==> src/rtl/core/mbss_pkg.sv <==
// Shared types and constants for the masked byte signature scanner.
package mbss_pkg;

  // Longest signature the window holds
  localparam int PATTERN_MAX = 32;
  // Width of the region offset counter
  localparam int OFFSET_BITS = 24;
  // Cells in the chain: the signature registers hold at most 32 bytes
  localparam int SIG_LIMIT   = (PATTERN_MAX < 32) ? PATTERN_MAX : 32;
  // Bits that select one cell of the chain
  localparam int LEN_IDX_W   = (SIG_LIMIT > 1) ? $clog2(SIG_LIMIT) : 1;
  // Width of the pattern_length register
  localparam int LEN_W       = 6;
  localparam int ADDR_W      = 32;
  localparam int CFG_IDX_W   = 3;
  localparam int CFG_DATA_W  = 64;

  // Configuration register indexes
  typedef enum logic [CFG_IDX_W-1:0] {
    REG_PATTERN_0_7   = 3'd0,
    REG_PATTERN_8_15  = 3'd1,
    REG_PATTERN_16_23 = 3'd2,
    REG_PATTERN_24_31 = 3'd3,
    REG_CARE_MASK     = 3'd4,
    REG_PATTERN_LEN   = 3'd5,
    REG_BASE_ADDRESS  = 3'd6
  } reg_index_t;

  // One input request: a byte of the region
  typedef struct packed {
    logic [7:0] data_byte;
    logic       last_byte;
  } in_item_t;

  // One result request
  typedef struct packed {
    logic              found;
    logic [ADDR_W-1:0] match_address;
  } out_item_t;

  // Byte broadcast along the cell chain
  typedef struct packed {
    logic       shift;
    logic [7:0] data;
  } feed_t;

endpackage

==> src/rtl/core/masked_byte_signature_scanner.sv <==
// Top level: configuration, region offset tracking and result register.
// Latency: a result is registered at the edge that accepts the byte closing the
//   match (or the last byte of a region with no match) and is offered on the next cycle.
// Throughput: one byte per cycle; each cell updates its partial match on every accepted byte.
//   Input stalls only while a result waits in the output register under stall.
// Reset: synchronous; clears cell flags, offset state and the result valid flag,
//   and loads configuration defaults (zero signature and base, care mask all ones, length one).
module masked_byte_signature_scanner (
  input  logic                               clk,
  input  logic                               rst,
  input  logic                               in_valid,
  output logic                               in_stall,
  input  mbss_pkg::in_item_t                 in_data,
  output logic                               out_valid,
  input  logic                               out_stall,
  output mbss_pkg::out_item_t                out_data,
  input  logic                               cfg_valid,
  output logic                               cfg_ready,
  input  logic [mbss_pkg::CFG_IDX_W-1:0]     cfg_index,
  input  logic [mbss_pkg::CFG_DATA_W-1:0]    cfg_data
);
  import mbss_pkg::*;

  localparam logic [OFFSET_BITS-1:0] COUNT_MAX = '1;

  logic [CFG_DATA_W-1:0]  pattern_word [4];
  logic [31:0]            care_mask;
  logic [LEN_W-1:0]       len_eff;
  logic [ADDR_W-1:0]      base_address;

  logic [OFFSET_BITS-1:0] seen;
  logic                   reported;

  logic [LEN_W-1:0]       cfg_len;
  logic [LEN_W-1:0]       cfg_len_clamped;
  logic [255:0]           pattern_flat;
  logic [LEN_W-1:0]       len_m1;
  logic                   in_accept;
  logic                   counting;
  logic [OFFSET_BITS-1:0] seen_inc;
  logic                   chain_match;
  logic                   match;
  logic                   emit;
  logic [OFFSET_BITS-1:0] start;
  feed_t                  feed;
  out_item_t              result;

  assign cfg_ready = 1'b1;

  // Clamp the written length into one to the number of cells
  assign cfg_len = cfg_data[LEN_W-1:0];
  always_comb begin
    cfg_len_clamped = cfg_len;
    if (cfg_len == '0) begin
      cfg_len_clamped = LEN_W'(1);
    end else if (cfg_len > LEN_W'(SIG_LIMIT)) begin
      cfg_len_clamped = LEN_W'(SIG_LIMIT);
    end
  end

  // Configuration registers
  always_ff @(posedge clk) begin
    if (rst) begin
      for (int w = 0; w < 4; w++) begin
        pattern_word[w] <= '0;
      end
      care_mask    <= '1;
      len_eff      <= LEN_W'(1);
      base_address <= '0;
    end else if (cfg_valid && cfg_ready) begin
      case (cfg_index)
        REG_PATTERN_0_7:   pattern_word[0] <= cfg_data;
        REG_PATTERN_8_15:  pattern_word[1] <= cfg_data;
        REG_PATTERN_16_23: pattern_word[2] <= cfg_data;
        REG_PATTERN_24_31: pattern_word[3] <= cfg_data;
        REG_CARE_MASK:     care_mask       <= cfg_data[31:0];
        REG_PATTERN_LEN:   len_eff         <= cfg_len_clamped;
        REG_BASE_ADDRESS:  base_address    <= cfg_data[ADDR_W-1:0];
        default: ;
      endcase
    end
  end

  assign pattern_flat = {pattern_word[3], pattern_word[2], pattern_word[1], pattern_word[0]};
  assign len_m1       = len_eff - LEN_W'(1);

  // Accept while the result register is free or draining
  assign in_stall  = out_valid & out_stall;
  assign in_accept = in_valid & ~in_stall;

  // Broadcast each accepted byte down the chain
  assign feed.shift = in_accept;
  assign feed.data  = in_data.data_byte;

  mbss_cell_chain u_chain (
    .clk       (clk),
    .rst       (rst),
    .feed      (feed),
    .sig_bytes (pattern_flat[SIG_LIMIT*8-1:0]),
    .care      (care_mask[SIG_LIMIT-1:0]),
    .last_idx  (len_m1[LEN_IDX_W-1:0]),
    .match     (chain_match)
  );

  // Match only once the whole signature lies inside the region
  assign counting = ~reported & (seen != COUNT_MAX);
  assign seen_inc = seen + OFFSET_BITS'(1);
  assign match    = counting & chain_match & (seen_inc >= OFFSET_BITS'(len_eff));
  assign start    = seen_inc - OFFSET_BITS'(len_eff);
  assign emit     = match | (in_data.last_byte & ~reported);

  always_comb begin
    result.found         = match;
    result.match_address = match ? (base_address + ADDR_W'(start)) : '0;
  end

  // Advance the region offset; drop the region state on its last byte
  always_ff @(posedge clk) begin
    if (rst) begin
      seen     <= '0;
      reported <= 1'b0;
    end else if (in_accept) begin
      if (in_data.last_byte) begin
        seen     <= '0;
        reported <= 1'b0;
      end else begin
        if (counting) begin
          seen <= seen_inc;
        end
        reported <= reported | match;
      end
    end
  end

  // Result register: load on an emitting request, clear once taken
  always_ff @(posedge clk) begin
    if (rst) begin
      out_valid <= 1'b0;
    end else if (in_accept && emit) begin
      out_valid <= 1'b1;
    end else if (!out_stall) begin
      out_valid <= 1'b0;
    end
  end

  always_ff @(posedge clk) begin
    if (in_accept && emit) begin
      out_data <= result;
    end
  end

  // A region's last byte always restarts the offset tracking
  a_last_clears: assert property (@(posedge clk) disable iff (rst)
    in_accept && in_data.last_byte |=> (seen == '0) && !reported)
    else $error("region state not cleared after last byte");

  // Once a match is reported the offset stays put until the region ends
  a_reported_holds: assert property (@(posedge clk) disable iff (rst)
    in_accept && reported && !in_data.last_byte |=> reported && $stable(seen))
    else $error("offset moved after a reported match");

  // An unsaturated count moves by one on every non-final byte until a match is reported
  a_count_step: assert property (@(posedge clk) disable iff (rst)
    in_accept && counting && !in_data.last_byte |=>
      seen == OFFSET_BITS'($past(seen) + OFFSET_BITS'(1)))
    else $error("offset counter skipped");

  // A not-found result carries a zero address
  a_not_found_zero: assert property (@(posedge clk) disable iff (rst)
    out_valid && !out_data.found |-> out_data.match_address == '0)
    else $error("not-found result with nonzero address");

endmodule

==> src/rtl/core/mbss_cell.sv <==
// One cell of the match chain: tracks a partial match up to its signature byte.
module mbss_cell (
  input  logic           clk,
  input  logic           rst,
  input  mbss_pkg::feed_t feed,
  input  logic [7:0]     sig_byte,
  input  logic           care,
  input  logic           prev_flag,
  output logic           hit,
  output logic           flag
);
  import mbss_pkg::*;

  // Extend the neighbour's partial match by the incoming byte
  assign hit = prev_flag & (~care | (feed.data == sig_byte));

  // Hold the partial match for the next cell
  always_ff @(posedge clk) begin
    if (rst) begin
      flag <= 1'b0;
    end else if (feed.shift) begin
      flag <= hit;
    end
  end

endmodule

==> src/rtl/core/mbss_cell_chain.sv <==
// Row of match cells and selection of the cell at the signature's end.
module mbss_cell_chain (
  input  logic                              clk,
  input  logic                              rst,
  input  mbss_pkg::feed_t                   feed,
  input  logic [mbss_pkg::SIG_LIMIT*8-1:0]  sig_bytes,
  input  logic [mbss_pkg::SIG_LIMIT-1:0]    care,
  input  logic [mbss_pkg::LEN_IDX_W-1:0]    last_idx,
  output logic                              match
);
  import mbss_pkg::*;

  logic [SIG_LIMIT-1:0] hit;
  logic [SIG_LIMIT-1:0] flag;
  logic [SIG_LIMIT-1:0] prev;

  // First cell always starts a fresh match
  assign prev[0] = 1'b1;

  for (genvar i = 0; i < SIG_LIMIT; i++) begin : g_cell
    if (i > 0) begin : g_link
      assign prev[i] = flag[i-1];
    end
    mbss_cell u_cell (
      .clk       (clk),
      .rst       (rst),
      .feed      (feed),
      .sig_byte  (sig_bytes[i*8 +: 8]),
      .care      (care[i]),
      .prev_flag (prev[i]),
      .hit       (hit[i]),
      .flag      (flag[i])
    );
  end

  // Pick the cell that closes a signature of the current length
  assign match = hit[last_idx];

endmodule

==> config.mk <==
export PLATFORM = sky130hd
export DESIGN_NAME = masked_byte_signature_scanner
export DESIGN_NICKNAME = d
export VERILOG_FILES = /design/src/rtl/core/mbss_pkg.sv /design/src/rtl/core/masked_byte_signature_scanner.sv /design/src/rtl/core/mbss_cell.sv /design/src/rtl/core/mbss_cell_chain.sv
export SDC_FILE = /design/constraint.sdc
export NUM_CORES = 1
export LEC_CHECK = 0
export ABC_AREA = 1
export ABC_CLOCK_PERIOD_IN_PS = 4350
export BUFFER_PORTS_ARGS = -buffer_cell sky130_fd_sc_hd__buf_2
export CAP_MARGIN = 10
export CORE_ASPECT_RATIO = 1.2
export CORE_MARGIN = 8
export CORE_UTILIZATION = 56
export CTS_CLUSTER_SIZE = 25
export DETAILED_ROUTE_END_ITERATION = 7
export PLACE_DENSITY = 0.74
export REMOVE_ABC_BUFFERS = 1
export SYNTH_ARGS = -nofsm -noshare
export SYNTH_HDL_FRONTEND = slang
export SYNTH_SLANG_ARGS = --single-unit
export TNS_END_PERCENT = 5
==> constraint.sdc <==
create_clock -name clk -period 4.35 [get_ports clk]
set_clock_uncertainty 0.05 [all_clocks]
set_input_delay 0.2175 -clock clk [delete_from_list [all_inputs] [get_ports clk]]
set_output_delay 0.2175 -clock clk [all_outputs]
set_load 0.02 [all_outputs]
==> run_summary.xml <==
<?xml version="1.0" encoding="UTF-8"?>
<metrics>
  <group name="synthesis">
    <metric name="synth_cells" unit="">2431</metric>
    <metric name="ys_warn_count" unit="">0</metric>
    <metric name="ys_seq_elements" unit="">416</metric>
    <metric name="synth_cell_types" unit="">52</metric>
    <metric name="synth_area_leader_cell" unit="">sky130_fd_sc_hd__edfxtp_1</metric>
    <metric name="post_synth.cell_area_avg" unit="sq um">8.80</metric>
    <metric name="synth_common_cells" unit="">533 x sky130_fd_sc_hd__nand2_1, 386 x sky130_fd_sc_hd__nor2_1, 289 x sky130_fd_sc_hd__edfxtp_1</metric>
    <metric name="synth.most_common_cell" unit="">sky130_fd_sc_hd__nand2_1</metric>
    <metric name="synth.yosys.seq_area_share" unit="">0.525</metric>
    <metric name="post_synthesis_instance_area" unit="sq um">21400</metric>
    <metric name="synth.top_cell.area_share" unit="">0.406</metric>
    <metric name="synth_async_sr_flop_share" unit="">0</metric>
    <metric name="postSynth.topFlopCell" unit="">sky130_fd_sc_hd__edfxtp_1</metric>
    <metric name="netlist_top_cells_area" unit="">sky130_fd_sc_hd__edfxtp_1 41%, sky130_fd_sc_hd__dfxtp_1 12%, sky130_fd_sc_hd__nand2_1 9.4%, sky130_fd_sc_hd__xnor2_1 7.4%, sky130_fd_sc_hd__nor2_1 6.8%</metric>
    <metric name="synth_enable_flop_cells" unit="">289</metric>
  </group>
  <group name="global_routing">
    <metric name="grt_pass1_vias" unit="">17300</metric>
    <metric name="overall_overflow_remaining_after_global_route" unit="">0</metric>
    <metric name="groute.layer.met3.usage" unit="">0.0340</metric>
    <metric name="gr-usage-met1" unit="">0.311</metric>
    <metric name="grt_start_max_net_pins" unit="">98</metric>
    <metric name="grtUsageMet2" unit="">0.485</metric>
    <metric name="grt_first_pass_wirelength" unit="mm">93.8</metric>
    <metric name="grt_busiest_layer" unit="">met2</metric>
    <metric name="antenna_found_initial" unit="">0</metric>
    <metric name="track_usage" unit="">0.267</metric>
  </group>
  <group name="placed_design">
    <metric name="port_buffers" unit="">115</metric>
    <metric name="gpl.final_weighted_congestion" unit="">0.936</metric>
    <metric name="placed_cells_incl_taps" unit="">3044</metric>
    <metric name="detailed_place_hpwl" unit="mm">42.1</metric>
    <metric name="placed_area" unit="sq um">23100</metric>
  </group>
  <group name="setup_path">
    <metric name="timing.critical_path.slowest_cell_delay" unit="ns">0.37</metric>
    <metric name="worstSetupPathType" unit="">reg -&gt; reg</metric>
    <metric name="reg2regPathDepth" unit="">28</metric>
    <metric name="worst_ep_required_time" unit="ns">4.61</metric>
    <metric name="setup.worst_path.start_class" unit="">flip-flop</metric>
    <metric name="timing.critical_path.to_type" unit="">flip-flop</metric>
    <metric name="regToRegStartpoint" unit="">seen[1]</metric>
    <metric name="critPathArrivalTime" unit="ns">4.69</metric>
    <metric name="reg2reg_to" unit="">out_data[31]</metric>
    <metric name="reg2reg_slack" unit="ns">-0.09</metric>
    <metric name="cp_slowest_cell" unit="">sky130_fd_sc_hd__ha_1</metric>
    <metric name="critPathMaxFanout" unit="">4</metric>
  </group>
  <group name="floorplan">
    <metric name="chipWidth" unit="microns">194</metric>
    <metric name="io_pins" unit="">117</metric>
    <metric name="die_height" unit="microns">230</metric>
    <metric name="die_area" unit="sq um">44700</metric>
    <metric name="core_region_area" unit="sq um">37800</metric>
    <metric name="rows" unit="">78</metric>
    <metric name="initial_core_util" unit="">0.566</metric>
  </group>
  <group name="cells_and_area">
    <metric name="design.final.nets" unit="">2780</metric>
    <metric name="n_antenna_cell" unit="">0</metric>
    <metric name="layout.core_utilization" unit="">0.668</metric>
    <metric name="areaGrowthSynthToFinish" unit="%">18.0</metric>
    <metric name="final_layout_size_suffix_gt1_frac" unit="">0.168</metric>
    <metric name="final_cell_count_without_fillers" unit="">3177</metric>
    <metric name="layout.cell_area.non_filler" unit="sq um">25200</metric>
  </group>
  <group name="timing">
    <metric name="setup_violations" unit="">7</metric>
    <metric name="finalCritPeriodShare" unit="">1.02</metric>
    <metric name="rsz0062_at_grt" unit="">true</metric>
    <metric name="worstMarginPinSlew" unit="ns">1.16</metric>
    <metric name="period_minus_slack" unit="ns">4.44</metric>
    <metric name="max-slew-margin-rel" unit="">0.226</metric>
    <metric name="final_number_of_max_transition_violations" unit="">0</metric>
    <metric name="total_negative_setup_slack" unit="ns">-0.343</metric>
    <metric name="maxClockFrequency" unit="GHz">0.225</metric>
    <metric name="hold_viol_final" unit="">0</metric>
    <metric name="timing.final.ws_setup" unit="ns">-0.0868</metric>
  </group>
  <group name="drt">
    <metric name="remaining_design_rule_violation_count" unit="">0</metric>
    <metric name="dr_vias_cell" unit="">5.51</metric>
    <metric name="drtPass1Iterations" unit="">6</metric>
    <metric name="vias" unit="">17500</metric>
    <metric name="routed_wire_length_per_instance" unit="microns">19.3</metric>
    <metric name="drt-initial-drc-count" unit="">1264</metric>
    <metric name="routed_wirelength" unit="mm">61.4</metric>
    <metric name="final_antenna_net_count" unit="">0</metric>
  </group>
  <group name="worst_hold_path">
    <metric name="min_path_cells" unit="">3</metric>
    <metric name="min_path_type" unit="">in -&gt; reg</metric>
    <metric name="timing.hold.worst_endpoint" unit="">pattern_word[1][38]</metric>
    <metric name="min_from" unit="">cfg_data[38]</metric>
  </group>
  <group name="clocking">
    <metric name="cts_num_sinks" unit="">416</metric>
    <metric name="root_buffer" unit="">sky130_fd_sc_hd__clkbuf_16</metric>
    <metric name="cts_tree" unit="">built</metric>
    <metric name="clk_pin_slew_worst_paths" unit="ns">0.07</metric>
    <metric name="ctsHtreeMaxLevel" unit="">2</metric>
    <metric name="numCtsBuffers" unit="">42</metric>
    <metric name="cts_buffer_depth" unit="">3</metric>
    <metric name="clock_insertion_delay_worst_skew" unit="ns">0.55</metric>
  </group>
  <group name="power">
    <metric name="post-layout-total-power" unit="mW">9.67</metric>
    <metric name="power_density" unit="nW/um^2">383</metric>
    <metric name="vdd_drop_max" unit="uV">270</metric>
    <metric name="leakage" unit="nW">10.8</metric>
  </group>
  <group name="flow_run">
    <metric name="max_cap_violations" unit="">0</metric>
  </group>
  <group name="run_status">
    <metric name="failing_checks" unit="">negative setup slack</metric>
    <metric name="outcome" unit="">finished, violations left</metric>
  </group>
</metrics>
[critical path: cells and delay by family (launching register included)]
kind | cells | cell delay (ns)
xor gates and xnor gates | 2 | 0.30
and+or+nand+nor | 16 | 1.65
buffers and inverters | 2 | 0.25
adders and majority gates | 3 | 0.85
AOI/OAI and AO/OA | 5 | 0.76
DFF | 1 | 0.34
[placed cells by master, fill, tap and decap left out, types with 22 or more instances in the layout]
cell	netlist	final
sky130_fd_sc_hd__dfxtp_1	127	124
sky130_fd_sc_hd__dlygate4sd3_1	0	41
sky130_fd_sc_hd__ha_1	33	30
sky130_fd_sc_hd__or2_2	41	40
sky130_fd_sc_hd__buf_4	5	124
sky130_fd_sc_hd__nand4_1	40	40
sky130_fd_sc_hd__nor2_1	386	382
sky130_fd_sc_hd__a21oi_1	133	126
sky130_fd_sc_hd__buf_2	28	115
sky130_fd_sc_hd__xor2_1	42	39
sky130_fd_sc_hd__xnor2_1	180	180
sky130_fd_sc_hd__nand3_1	118	110
sky130_fd_sc_hd__inv_1	207	207
sky130_fd_sc_hd__edfxtp_1	289	289
sky130_fd_sc_hd__o211ai_1	32	32
sky130_fd_sc_hd__nand2_2	3	22
sky130_fd_sc_hd__nand2_1	533	514
sky130_fd_sc_hd__o21ai_0	80	71
sky130_fd_sc_hd__clkbuf_16	0	43
[worst max path at each step]
stage | startpoint | endpoint | slack (ns) | cells past startpoint
detailed placement | seen[0] | out_data[26] | -0.30 | 26
floorplan | seen[0] | out_data[26] | -0.09 | 26
global route | seen[1] | out_data[26] | -0.28 | 26
CTS | seen[0] | out_data[29] | -0.09 | 25
finish | seen[1] | out_data[31] | -0.09 | 28
global placement | seen[0] | out_data[26] | -0.16 | 26
[state kept, by name, indices dropped and copies added (netlist names)]
signal / cells
out_data: 33
care_mask: 32
len_eff: 6
u_chain.g_cell.u_cell.flag: 31
pattern_word: 256
out_valid: 1
reported: 1
base_address: 32
seen: 24
[cell type report]
class,instances,area (sq um)
Clock inverter,18,138
Sequential cell,416,11200
Multi-Input combinational cell,1698,9190
Inverter,216,813
Clock buffer,59,1190
Fill cell,3038,12500
Timing Repair Buffer,290,2080
Tap cell,480,601
[cell families after synthesis]
kind of cell | share of synthesized area
flops | 0.525
fa+ha+maj | 0.0212
compound gates | 0.0701
other cells | 0.000175
simple gates | 0.232
buf+inv | 0.0594
xor+xnor | 0.0924
[metal layers]
metal | part of all wire | up-vias | routed length, microns
met3 | 0.057 | 150 | 3510
li1 | - | 8383 | -
met2 | 0.51 | 608 | 31500
met1 | 0.38 | 8361 | 23600
met5 | 0 | - | 0
met4 | 0.046 | 0 | 2840
[repair_timing]
item	4_1_cts	5_1_grt
setup buffers	7	8
pin swaps	20	38
setup endpoints to repair	15	20
resized for setup	29	44
hold buffers	41	0
endpoints found under the hold margin	103	0
[stage by stage]
step	worst slack [ns]	hold slack, ns
2_1_floorplan	-0.0909	0.237
3_3_place_gp	-0.156	0.400
3_5_place_dp	-0.301	0.404
4_1_cts	-0.0942	0.000315
5_1_grt	-0.278	0.0319
6_report	-0.0868	0.0118
[power by group]
part	leakage (nW)	total, mW	switching (mW)	internal [mW]
logic	6.29	1.53	0.935	0.598
clock network	0.657	3.53	1.55	1.98
registers	3.84	4.61	0.117	4.49
(Power assumes the default switching activity.)
